**config.mk**
```make
export PLATFORM = sky130hd
export DESIGN_NAME = sum8_frame_deframer_unit_flat
export DESIGN_NICKNAME = d
export VERILOG_FILES = /design/src/sv/sfd_pkg.sv /design/src/sv/sfd_if.sv /design/src/sv/sfd_step.sv /design/src/sv/sum8_frame_deframer_unit.sv /design/src/flat_wrapper.sv
export SDC_FILE = /design/constraint.sdc
export NUM_CORES = 1
export LEC_CHECK = 0
export ABC_AREA = 0
export BUFFER_PORTS_ARGS = -buffer_cell sky130_fd_sc_hd__buf_2
export CAP_MARGIN = 40
export CORE_AREA = 4 4 101 103
export DETAILED_ROUTE_END_ITERATION = 6
export DIE_AREA = 0 0 105 107
export PLACE_DENSITY_LB_ADDON = 0.25
export SYNTH_ARGS = -nofsm -noshare
export SYNTH_HDL_FRONTEND = slang
export SYNTH_SLANG_ARGS = --single-unit
```
**constraint.sdc**
```tcl
create_clock -name clk -period 2.27 [get_ports clk]
set_input_delay 0.1135 -clock clk [delete_from_list [all_inputs] [get_ports clk]]
set_output_delay 0.1135 -clock clk [all_outputs]
set_load 0.01 [all_outputs]
```
**src/sv/sfd_pkg.sv**
```systemverilog
// ---------------------------------------------------------------------------
// sfd_pkg
// Types and codes for the length-prefixed sum8 deframer.
// ---------------------------------------------------------------------------
`default_nettype none

package sfd_pkg;

    localparam int unsigned CFG_INDEX_W = 2;
    localparam int unsigned CFG_DATA_W  = 8;

    // register indexes on the configuration port
    localparam logic [CFG_INDEX_W-1:0] REG_HEADER_VALUE    = 2'd0;
    localparam logic [CFG_INDEX_W-1:0] REG_DROP_FIRST_BODY = 2'd1;

    localparam logic [7:0] HEADER_RESET = 8'h80;
    localparam logic       DROP_RESET   = 1'b1;

    typedef enum logic [1:0] {
        KIND_DATA   = 2'd0,
        KIND_GOOD   = 2'd1,
        KIND_BADHDR = 2'd2,
        KIND_BADSUM = 2'd3
    } kind_t;

    typedef enum logic [5:0] {
        PH_HUNT = 6'b000001,
        PH_DEST = 6'b000010,
        PH_SRC  = 6'b000100,
        PH_SIZE = 6'b001000,
        PH_BODY = 6'b010000,
        PH_CSUM = 6'b100000
    } phase_t;

    typedef struct packed {
        phase_t     phase;
        logic [7:0] body_left;
        logic [7:0] run_sum;
        logic       first_pending;
    } frame_state_t;

    typedef struct packed {
        logic       present;
        logic [7:0] out_byte;
        kind_t      kind;
        logic       last;
    } frame_result_t;

endpackage

`default_nettype wire

```
**src/sv/sfd_if.sv**
```systemverilog
// ---------------------------------------------------------------------------
// sfd_if
// Valid/ready channels of the deframer: received bytes, results, config.
// ---------------------------------------------------------------------------
`default_nettype none

interface sfd_rx_if;
    logic       valid;
    logic       ready;
    logic [7:0] rx_byte;

    modport source (output valid, output rx_byte, input ready);
    modport sink   (input valid, input rx_byte, output ready);
endinterface

interface sfd_tx_if;
    logic       valid;
    logic       ready;
    logic [7:0] out_byte;
    logic [1:0] kind;
    logic       last;

    modport source (output valid, output out_byte, output kind, output last, input ready);
    modport sink   (input valid, input out_byte, input kind, input last, output ready);
endinterface

interface sfd_cfg_if;
    logic       valid;
    logic       ready;
    logic [1:0] index;
    logic [7:0] data;

    modport source (output valid, output index, output data, input ready);
    modport sink   (input valid, input index, input data, output ready);
endinterface

`default_nettype wire

```
**src/sv/sfd_step.sv**
```systemverilog
// ---------------------------------------------------------------------------
// sfd_step
// Per-byte frame state update and result decode.
// ---------------------------------------------------------------------------
`default_nettype none

module sfd_step
    import sfd_pkg::*;
(
    input  frame_state_t  st,
    input  logic [7:0]    rx_byte,
    input  logic [7:0]    header_value,
    input  logic          drop_first_body,
    output frame_state_t  st_next,
    output frame_result_t res
);

    logic [7:0] sum_add;
    logic [7:0] left_dec;

    assign sum_add  = st.run_sum + rx_byte;
    assign left_dec = st.body_left - 8'd1;

    always_comb
    begin
        st_next      = st;
        res.present  = 1'b0;
        res.out_byte = 8'd0;
        res.kind     = KIND_DATA;
        res.last     = 1'b0;
        case (st.phase)
            PH_DEST:
            begin
                st_next.run_sum = sum_add;
                st_next.phase   = PH_SRC;
            end
            PH_SRC:
            begin
                st_next.run_sum = sum_add;
                st_next.phase   = PH_SIZE;
            end
            PH_SIZE:
            begin
                st_next.run_sum   = sum_add;
                st_next.body_left = rx_byte;
                if (rx_byte == 8'd0)
                begin
                    st_next.first_pending = 1'b0;
                    st_next.phase         = PH_CSUM;
                end
                else
                begin
                    st_next.first_pending = drop_first_body;
                    st_next.phase         = PH_BODY;
                end
            end
            PH_BODY:
            begin
                st_next.run_sum   = sum_add;
                st_next.body_left = left_dec;
                if (left_dec == 8'd0)
                begin
                    st_next.phase = PH_CSUM;
                end
                // drop the response command byte, still counted in the sum
                if (st.first_pending)
                begin
                    st_next.first_pending = 1'b0;
                end
                else
                begin
                    res.present  = 1'b1;
                    res.out_byte = rx_byte;
                end
            end
            PH_CSUM:
            begin
                st_next.phase   = PH_HUNT;
                st_next.run_sum = 8'd0;
                res.present     = 1'b1;
                res.last        = 1'b1;
                res.kind        = (rx_byte == st.run_sum) ? KIND_GOOD : KIND_BADSUM;
            end
            default:
            begin
                st_next.phase = PH_HUNT;
                if (rx_byte == header_value)
                begin
                    st_next.run_sum       = rx_byte;
                    st_next.body_left     = 8'd0;
                    st_next.first_pending = 1'b0;
                    st_next.phase         = PH_DEST;
                end
                else
                begin
                    res.present = 1'b1;
                    res.last    = 1'b1;
                    res.kind    = KIND_BADHDR;
                end
            end
        endcase
    end

endmodule

`default_nettype wire

```
**src/sv/sum8_frame_deframer_unit.sv**
```systemverilog
// ---------------------------------------------------------------------------
// sum8_frame_deframer_unit
// Path: a byte accepted into the input register passes through the step logic
// into the output register once that is free, and is then offered to the sink.
// Throughput: one byte per cycle while the sink keeps ready high; a waiting
// result holds the step, the input register takes one more byte, then stalls.
// Reset: rst_n clears the frame state to hunting and restores the config registers.
// ---------------------------------------------------------------------------
`default_nettype none

module sum8_frame_deframer_unit
    import sfd_pkg::*;
(
    input  wire logic clk,
    input  wire logic rst_n,
    sfd_rx_if.sink    rx,
    sfd_tx_if.source  tx,
    sfd_cfg_if.sink   cfg
);

    logic          in_valid_reg;
    logic [7:0]    in_byte_reg;
    frame_state_t  st_reg;
    frame_state_t  st_next;
    frame_result_t res;
    logic [7:0]    header_reg;
    logic          drop_reg;
    logic          out_valid_reg;
    frame_result_t out_reg;
    logic          out_free;
    logic          advance;

    sfd_step u_step (
        .st              (st_reg),
        .rx_byte         (in_byte_reg),
        .header_value    (header_reg),
        .drop_first_body (drop_reg),
        .st_next         (st_next),
        .res             (res)
    );

    assign out_free = !out_valid_reg || tx.ready;
    assign advance  = in_valid_reg && out_free;
    assign rx.ready = !in_valid_reg || advance;
    assign cfg.ready = 1'b1;

    assign tx.valid    = out_valid_reg;
    assign tx.out_byte = out_reg.out_byte;
    assign tx.kind     = out_reg.kind;
    assign tx.last     = out_reg.last;

    always_ff @(posedge clk or negedge rst_n)
    begin
        if (!rst_n)
        begin
            header_reg <= HEADER_RESET;
            drop_reg   <= DROP_RESET;
        end
        else if (cfg.valid)
        begin
            case (cfg.index)
                REG_HEADER_VALUE:    header_reg <= cfg.data;
                REG_DROP_FIRST_BODY: drop_reg   <= cfg.data[0];
                default:             ;
            endcase
        end
    end

    always_ff @(posedge clk or negedge rst_n)
    begin
        if (!rst_n)
        begin
            in_valid_reg  <= 1'b0;
            out_valid_reg <= 1'b0;
            st_reg        <= '{phase: PH_HUNT, body_left: 8'd0, run_sum: 8'd0,
                               first_pending: 1'b0};
        end
        else
        begin
            if (rx.ready)
            begin
                in_valid_reg <= rx.valid;
            end
            if (advance)
            begin
                st_reg <= st_next;
            end
            if (out_free)
            begin
                out_valid_reg <= advance && res.present;
            end
        end
    end

    // payload registers: hold while stalled
    always_ff @(posedge clk)
    begin
        if (rx.valid && rx.ready)
        begin
            in_byte_reg <= rx.rx_byte;
        end
        if (advance && res.present)
        begin
            out_reg <= res;
        end
    end

endmodule

`default_nettype wire

```
**src/flat_wrapper.sv**
```systemverilog
// flat-port wrapper written by rule: the top's interface ports become plain ports
module sum8_frame_deframer_unit_flat import sfd_pkg::*;
  (clk, rst_n, rx_valid, rx_rx_byte, rx_ready, tx_valid, tx_out_byte, tx_kind, tx_last, tx_ready, cfg_valid, cfg_index, cfg_data, cfg_ready);
  sfd_rx_if rx_i ();
  sfd_tx_if tx_i ();
  sfd_cfg_if cfg_i ();
  input  wire logic clk;
  input  wire logic rst_n;
  input wire logic [$bits(rx_i.valid)-1:0] rx_valid;
  input wire logic [$bits(rx_i.rx_byte)-1:0] rx_rx_byte;
  output wire logic [$bits(rx_i.ready)-1:0] rx_ready;
  output wire logic [$bits(tx_i.valid)-1:0] tx_valid;
  output wire logic [$bits(tx_i.out_byte)-1:0] tx_out_byte;
  output wire logic [$bits(tx_i.kind)-1:0] tx_kind;
  output wire logic [$bits(tx_i.last)-1:0] tx_last;
  input wire logic [$bits(tx_i.ready)-1:0] tx_ready;
  input wire logic [$bits(cfg_i.valid)-1:0] cfg_valid;
  input wire logic [$bits(cfg_i.index)-1:0] cfg_index;
  input wire logic [$bits(cfg_i.data)-1:0] cfg_data;
  output wire logic [$bits(cfg_i.ready)-1:0] cfg_ready;
  assign rx_i.valid = rx_valid;
  assign rx_i.rx_byte = rx_rx_byte;
  assign rx_ready = rx_i.ready;
  assign tx_valid = tx_i.valid;
  assign tx_out_byte = tx_i.out_byte;
  assign tx_kind = tx_i.kind;
  assign tx_last = tx_i.last;
  assign tx_i.ready = tx_ready;
  assign cfg_i.valid = cfg_valid;
  assign cfg_i.index = cfg_index;
  assign cfg_i.data = cfg_data;
  assign cfg_ready = cfg_i.ready;
  sum8_frame_deframer_unit u_core (.clk(clk), .rst_n(rst_n), .rx(rx_i), .tx(tx_i), .cfg(cfg_i));
endmodule
```
==> flow_summary.yaml, run 1 <==
yosys:
  synth_cell_types: 50
  yosys_warnings: 0
  yosysSeqAreaShare: 0.500
  synth_ff_type: "dfrtp_1"
  synth_edf_count: 19
  postSynthCellCount: 259
  synth_area_um2: 2850
  syn_nets: 292
  async_flop_share: 0.642
  yosys_register_bits: 53
  syn_avg_cell_area_um2: 11.0
grt:
  grt_pass1_wl_um: 11200
  antenna_found_initial: 0
  globalRouteTotalUtil: 0.124
  grt_max_degree: 35
  grt-ovfl-total: 0
  grt_pass1_vias: 2221
cts:
  cts_sinks: 53
  clock_latency_ns: 0.30
  tritoncts: "done"
  cts_inserted_buffers: 5
  clk_pin_slew_ns: 0.10
  htree_levels: 2
  cts-root-buf: "clkbuf_8"
  clock_path_buffers: 2
power_and_ir_drop:
  power_frac_seq: 0.542
  p_leak_nw: 1.50
  peakVddDrop_mv: 0.239
  p_sw_frac: 0.295
  power_density_nw_per_um2: 617
  switching_power_w: 0.000653
  combinationalPowerShare: 0.219
  intPower_w: 0.00156
  pwr-share-clk: 0.240
finish:
  antenna_cells: 0
  layout_commonest_cell: "buf_2"
  final_cell_mix: "buf_2 (35), buf_4 (33), dfrtp_1 (30), o21ai_0 (21), edfxtp_1 (19)"
  finalNetCount: 368
  multiInputGateArea_um2: 1360
  areaGrowthSynthToFinish_pct: 25.8
  ff_latch_area_um2: 1430
  largest_register_ffs: 23
  fill_cells: 937
  drive_gt1_frac: 0.315
timing:
  fin_setup_tns_ns: 0
  slew_violations: 0
  relSlewSlack: 0.465
  period_share: 0.965
  skew_ns: 0.00740
  hold_viol_final: 0
  clock.fmax_mhz: 457
  setup_slack_ns: 0.0803
  tightestPinTransition_ns: 0.803
  setup_violations: 0
  fin_crit_ns: 2.19
hold_path:
  holdCritPathClass: "input port to register"
floorplanning:
  die-height_um: 107
  dieWidth_um: 105
  die_area_um2: 11200
  initial_core_util: 0.310
  core.rowCount: 35
  core_area_um2: 9200
  io_pins: 37
critical_path:
  cpMaxStageDelayCell: "or4b_4"
  cpPeakStageDelay_ns: 0.57
  worstPathCellList: "or4b_4 -> nor3_4 -> or4_4 -> o21ai_2 -> or4_1 -> nand4_1"
  cp.arrival_ns: 2.43
  path_class: "register to register"
  crit_required_ns: 2.51
  crit_path_end_kind: "register"
  crit_fanout: 8
  start_kind: "register"
routing:
  drtIter0Drc: 123
  vias_per_cell: 4.99
  num_vias: 2232
  antenna_left: 0
  drc: 0
  dr.pass1.iters: 4
  finalWirelength_um: 6660
  wl_per_cell_um: 14.9
flow_run:
  cap_violations: 0
run_status:
  status: "complete, no violations"
placement:
  portBuffers: 35
  dpl.hpwl_um: 4900
  dp_slack_ns: 0.00155
  gp_congestion: 0.797
==> final timing paths <==
check                                        from                    to  slack (ns)  cells after the start
worst max-delay path            u_core.st_reg[19]      u_core.st_reg[8]        0.08                      6
worst min-delay path                  cfg_data[1]  u_core.header_reg[1]        0.04                      2
worst max register to register  u_core.st_reg[19]      u_core.st_reg[8]        0.08                      6
worst min register to register   u_core.st_reg[0]      u_core.st_reg[0]        0.50                      2
max in group asynchronous                   rst_n     u_core.st_reg[20]        1.28                      2
min in group asynchronous                   rst_n      u_core.st_reg[4]        0.43                      2
==> Yosys cell counts, drive strengths merged, types with 4 or more instances <==
master,n,area share
a21oi,10,0.018
a22oi,6,0.016
and2,10,0.022
buf,8,0.020
dfrtp,31,0.27
edfxtp,19,0.20
ha,9,0.040
inv,10,0.013
mux2,14,0.055
nand2,18,0.024
nand2b,6,0.013
nand3,4,0.0070
nand4,4,0.0088
nor2,10,0.013
nor3,9,0.024
nor4,4,0.0088
o21ai,24,0.043
or4,5,0.014
xnor2,16,0.049
xor2,4,0.012
==> cell type report <==
type,instances,area share
multi-input combinational,186,0.378
tap,111,0.0387
clock buffer,7,0.0213
clock inverter,1,0.00209
inverter,10,0.0105
sequential,53,0.398
timing repair buffer,79,0.151
==> routing by layer <==
metal  up-vias  wire (um)  global-route usage
met4         0         65              0.0328
met2        55       2900               0.188
met5         -          0                   0
met3         7        367              0.0253
li1       1097          -                   -
met1      1073       3320               0.179
==> through the flow <==
stage          total power [W]  utilization  hold WS, ns  cells  instance area [um2]
6_report               0.00221        0.390       0.0379    447                 3580
5_1_grt                0.00235        0.390       0.0124    447                 3580
4_1_cts                0.00223        0.379       0.0250    440                 3490
3_5_place_dp           0.00168        0.357        0.260    419                 3280
3_3_place_gp           0.00166        0.357        0.258    419                 3280
2_1_floorplan          0.00151            -       -0.182    259                 2850
==> power by group through the flow <==
stage / registers, W / logic [W] / clock network [W]
after CTS: 0.00120 / 0.000475 / 0.000551
after global placement: 0.00122 / 0.000442 / 0
after floorplan: 0.00119 / 0.000321 / 0
after global routing: 0.00122 / 0.000548 / 0.000587
after detailed placement: 0.00122 / 0.000453 / 0
final: 0.00120 / 0.000484 / 0.000530
==> kinds of logic (layout without fill, tap and decap cells) <==
family | after synthesis | count (layout) | share of synthesized area
AO/OA/AOI/OAI | 60 | 60 | 0.133
XOR/XNOR | 20 | 20 | 0.0615
adder cells (fa/ha/maj) | 10 | 10 | 0.0465
buffers and inverters | 20 | 97 | 0.0360
flip-flops | 53 | 53 | 0.500
multiplexers | 14 | 14 | 0.0553
other | 1 | 1 | 0.00132
AND/OR/NAND/NOR | 81 | 81 | 0.166
==> worst max-delay path: cells and delay by family (launching register included) <==
family / cells / cell delay, ns
and+or+nand+nor: 5 / 1.59
DFF: 1 / 0.47
AOI/OAI and AO/OA: 1 / 0.06
==> repair_timing <==
action,in CTS,in global routing
endpoints found under the setup margin,1,24
pin swaps,0,2
setup buffers,3,7
hold buffers,10,0
hold endpoints to repair,40,0
gates resized for setup,0,9
Note: power is estimated with default switching activity, not from simulation.
==> inputs of run 2 (changes only) <==
==> constraint.sdc (replaced) <==
create_clock -name clk -period 2.1 [get_ports clk]
set_input_delay 0.105 -clock clk [delete_from_list [all_inputs] [get_ports clk]]
set_output_delay 0.105 -clock clk [all_outputs]
set_load 0.01 [all_outputs]
==> flow_summary.yaml, run 2 (synthesis gave the netlist of run 1 again) <==
grt:
  grt_pass1_vias: 2306
  grt_pass1_wl_um: 12100
  grt_util_met1: 0.192
  grt-ovfl-total: 0
  globalRouteTotalUtil: 0.135
  met3_usage: 0.0235
  antenna_found_initial: 0
  top_usage_layer: "met2"
  grt_max_degree: 35
  met2_usage: 0.215
routing:
  antenna_left: 0
  wl_per_cell_um: 15.6
  vias_per_cell: 4.95
  finalWirelength_um: 7340
  drtIter0Drc: 98
  dr.pass1.iters: 4
  drc: 0
  num_vias: 2328
timing:
  skew_ns: 0.0119
  holdWs_ns: 0.0261
  clock.fmax_mhz: 482
  setup_violations: 0
  slew_violations: 0
  hold_viol_final: 0
  setup_slack_ns: 0.0235
  period_share: 0.989
  rsz0062_at_grt: "true"
  fin_crit_ns: 2.08
power_and_ir_drop:
  p_leak_nw: 1.67
  power_density_nw_per_um2: 664
  power.total_w: 0.00262
  peakVddDrop_mv: 0.247
cts:
  htree_levels: 2
  cts_sinks: 53
  cts_inserted_buffers: 5
  clk_pin_slew_ns: 0.10
  clock_latency_ns: 0.31
  clock_path_buffers: 2
  tritoncts: "done"
  cts-root-buf: "clkbuf_8"
critical_path:
  reg2reg_depth: 7
  start_kind: "register"
  cp.arrival_ns: 2.32
  crit_path_end_kind: "register"
  crit_required_ns: 2.34
  crit_fanout: 3
  path_class: "register to register"
placement:
  dp_slack_ns: -0.0906
  dp_cells: 438
  dpl.hpwl_um: 5440
  portBuffers: 35
  gp_congestion: 0.825
floorplanning:
  core.rowCount: 35
  io_pins: 37
  core_area_um2: 9200
  dieWidth_um: 105
  initial_core_util: 0.310
  die-height_um: 107
  die_area_um2: 11200
flow_run:
  cap_violations: 0
finish:
  final_cell_mix: "buf_4 (49), buf_2 (35), dfrtp_1 (31), edfxtp_1 (19), nand2_1 (17)"
  areaGrowthSynthToFinish_pct: 38.3
  finalNetCount: 391
  finish.utilization: 0.429
  largest_register_ffs: 23
  layout_commonest_cell: "buf_4"
  drive_gt1_frac: 0.387
  stdcell_count: 470
  antenna_cells: 0
hold_path:
  holdCritPathClass: "input port to register"
  holdPathStages: 2
run_status:
  status: "complete, no violations"
## run 2: cell count changes in the layout (fill, tap and decap cells not counted), sizes merged
cell,before,now
buf,69,91
bufinv,0,1
clkbuf,7,8
clkinvlp,1,0
## run 2: area by class of cell
class | count | area [um2]
Clock buffer | 7 | 86.3
Clock inverter | 1 | 30.0
Fill cell | 871 | 5250
Inverter | 10 | 37.5
Multi-Input combinational cell | 186 | 1450
Sequential cell | 53 | 1430
Tap cell | 111 | 139
Timing Repair Buffer | 102 | 777
## run 2: worst max-delay path: stages (launching register included)
cell	delay (ns)
dfrtp_1	0.41
or4b_4	0.53
nor3_4	0.18
nand2b_4	0.19
buf_6	0.10
inv_2	0.02
or4_1	0.49
nand4_1	0.08
## run 2: power breakdown
group	total, W	internal [W]	leakage, nW	switching, W
Combinational	0.000611	0.000315	1.01	0.000296
Clock	0.000720	0.000389	0.0585	0.000331
Sequential	0.00129	0.00119	0.608	0.0000953
## run 2: repair_timing
action,in CTS,in global routing
endpoints found under the setup margin,19,32
pin swaps,8,8
hold buffers,10,0
hold endpoints to repair,43,0
setup buffers,12,1
gates resized for setup,8,25
cloned,0,1
## run 2: metrics by stage
stage	cell area [um2]	setup TNS, ns
after global placement	3430	-0.184
after detailed placement	3450	-0.466
after floorplan	2860	-0.0348
final	3940	0
after CTS	3790	-0.0191
after global routing	3940	-0.170
## run 2: final timing paths
path | startpoint | end | slack [ns]
worst min-delay path | cfg_data[7] | u_core.header_reg[7] | 0.03
worst max register to register | u_core.st_reg[19] | u_core.st_reg[8] | 0.02
worst min register to register | u_core.st_reg[1] | u_core.st_reg[1] | 0.50
worst max-delay path | u_core.st_reg[19] | u_core.st_reg[8] | 0.02
min in group asynchronous | rst_n | u_core.st_reg[19] | 0.28
max in group asynchronous | rst_n | u_core.drop_reg | 1.55
## run 2: layer usage
| metal | vias to the layer above | wire length [um] |
|---|---|---|
| met5 | - | 0 |
| met4 | 0 | 80 |
| met3 | 6 | 282 |
| met2 | 58 | 3380 |
| met1 | 1119 | 3590 |
| li1 | 1145 | - |
==> inputs of run 3 (changes only) <==
==> constraint.sdc (replaced) <==
create_clock -name clk -period 2.1 [get_ports clk]
set_input_delay 0.21 -clock clk [delete_from_list [all_inputs] [get_ports clk]]
set_output_delay 0.21 -clock clk [all_outputs]
set_load 0.01 [all_outputs]
==> flow_summary.yaml, run 3 (synthesis gave the netlist of run 1 again) <==
floorplanning:
  initial_core_util: 0.310
  core_area_um2: 9200
  die_area_um2: 11200
  dieWidth_um: 105
  die-height_um: 107
  core.rowCount: 35
  io_pins: 37
timing:
  setup_slack_ns: 0.0227
  rsz0062_at_grt: "true"
  skew_ns: 0.0117
  period_share: 0.989
  slew_violations: 0
  setup_violations: 0
  fin_crit_ns: 2.08
  clock.fmax_mhz: 481
  fin_setup_tns_ns: 0
  hold_viol_final: 0
critical_path:
  start_kind: "register"
  path_buf_inv: 2
  path_class: "register to register"
  cpMaxStageDelayCell: "or4b_4"
  reg2reg_depth: 7
  crit_path_end_kind: "register"
  worstPathCellList: "or4b_4 -> nor3_4 -> nand2b_4 -> buf_6 -> inv_2 -> or4_1 -> nand4_1"
  cp_top_family: "simple AND/OR/NAND/NOR gates"
  crit_required_ns: 2.34
  cpPeakStageDelay_ns: 0.53
  crit_fanout: 3
  reg2reg_slack_ns: 0.02
  reg2reg_to: "u_core.st_reg[8]"
  r2r-start: "u_core.st_reg[19]"
  cp.arrival_ns: 2.32
grt:
  grt_pass1_wl_um: 12000
  grt_pass1_vias: 2279
  antenna_found_initial: 0
  grt_max_degree: 35
  globalRouteTotalUtil: 0.133
  grt-ovfl-total: 0
finish:
  ff_latch_area_um2: 1430
  final_cell_mix: "buf_4 (49), buf_2 (35), dfrtp_1 (31), edfxtp_1 (19), nand2_1 (17)"
  antenna_cells: 0
  areaGrowthSynthToFinish_pct: 35.2
  finalNetCount: 382
  multiInputGateArea_um2: 1450
  fill_cells: 883
  layout_commonest_cell: "buf_4"
  drive_gt1_frac: 0.397
  largest_register_ffs: 23
hold_path:
  holdPathStages: 1
  holdCritPathClass: "input port to register"
  hold_start: "rx_rx_byte[6]"
  min_to: "u_core.in_byte_reg[6]"
routing:
  antenna_left: 0
  vias_per_cell: 4.96
  finalWirelength_um: 7270
  drtIter0Drc: 99
  wl_per_cell_um: 15.8
  drc: 0
  num_vias: 2287
  dr.pass1.iters: 5
power_and_ir_drop:
  power.total_w: 0.00261
  peakVddDrop_mv: 0.247
  p_leak_nw: 1.64
  power_density_nw_per_um2: 677
cts:
  cts-root-buf: "clkbuf_8"
  htree_levels: 2
  tritoncts: "done"
  cts_sinks: 53
  cts_inserted_buffers: 5
  clock_path_buffers: 2
  clk_pin_slew_ns: 0.10
  clock_latency_ns: 0.31
placement:
  dpl.hpwl_um: 5440
  gp_congestion: 0.825
  dp_slack_ns: -0.0906
  portBuffers: 35
flow_run:
  cap_violations: 0
run_status:
  status: "complete, no violations"
run 3: changes by cell type in the layout (fill, tap and decap cells not counted), sizes merged:
cell / before / now
dlygate4sd3: 10 / 1
run 3: how the worst max path moves through the flow:
| stage | from | endpoint | cells past startpoint |
|---|---|---|---|
| 2_1_floorplan | u_core.st_reg[19] | u_core.tx.kind[0] | 8 |
| 3_3_place_gp | u_core.st_reg[18] | u_core.st_reg[8] | 6 |
| 3_5_place_dp | u_core.st_reg[18] | u_core.st_reg[8] | 6 |
| 4_1_cts | u_core.st_reg[20] | u_core.st_reg[8] | 7 |
| 5_1_grt | u_core.st_reg[19] | u_core.st_reg[8] | 7 |
| 6_report | u_core.st_reg[19] | u_core.st_reg[8] | 7 |
run 3: final cells by class:
class                           instances  share of cell area
Multi-Input combinational cell        186               0.376
Sequential cell                        53               0.370
Timing Repair Buffer                   93               0.178
Tap cell                              111              0.0361
Clock buffer                            7              0.0224
Inverter                               10             0.00974
Clock inverter                          1             0.00779
run 3: worst register-to-register path: cells and delay by family, from the launching register on:
kind	cells	cell delay [ns]
simple gates	5	1.47
buf+inv	2	0.12
flops	1	0.41
run 3: metrics by stage:
stage,cells,area [um2],utilization,hold WS [ns]
global route,461,3850,0.419,0.0615
detailed placement,438,3450,0.376,0.191
CTS,459,3700,0.403,0.0614
finish,461,3850,0.419,0.0719
global placement,437,3430,0.373,0.361
floorplan,259,2860,-,-0.0856
run 3: routing by layer:
layer	part of all wire	track usage	wire, um
met5	0	0	0
met4	0.0066	0.0309	48
met3	0.049	0.0247	356
met2	0.46	0.211	3350
met1	0.48	0.189	3520
run 3: timing repair:
action                     CTS  global route
gates cloned                 0             1
resized for setup            8            25
setup buffers               12             1
hold buffers                 1             0
hold endpoints to repair    31             0
pin swaps                    8             8
setup endpoints to repair   19            32
run 3: power by group:
| group | leakage, nW | internal [W] | switching [W] | total (W) |
|---|---|---|---|---|
| clock | 0.0585 | 0.000389 | 0.000331 | 0.000720 |
| combinational | 0.970 | 0.000304 | 0.000294 | 0.000598 |
| sequential | 0.608 | 0.00119 | 0.0000952 | 0.00129 |
| total | 1.64 | 0.00189 | 0.000720 | 0.00261 |
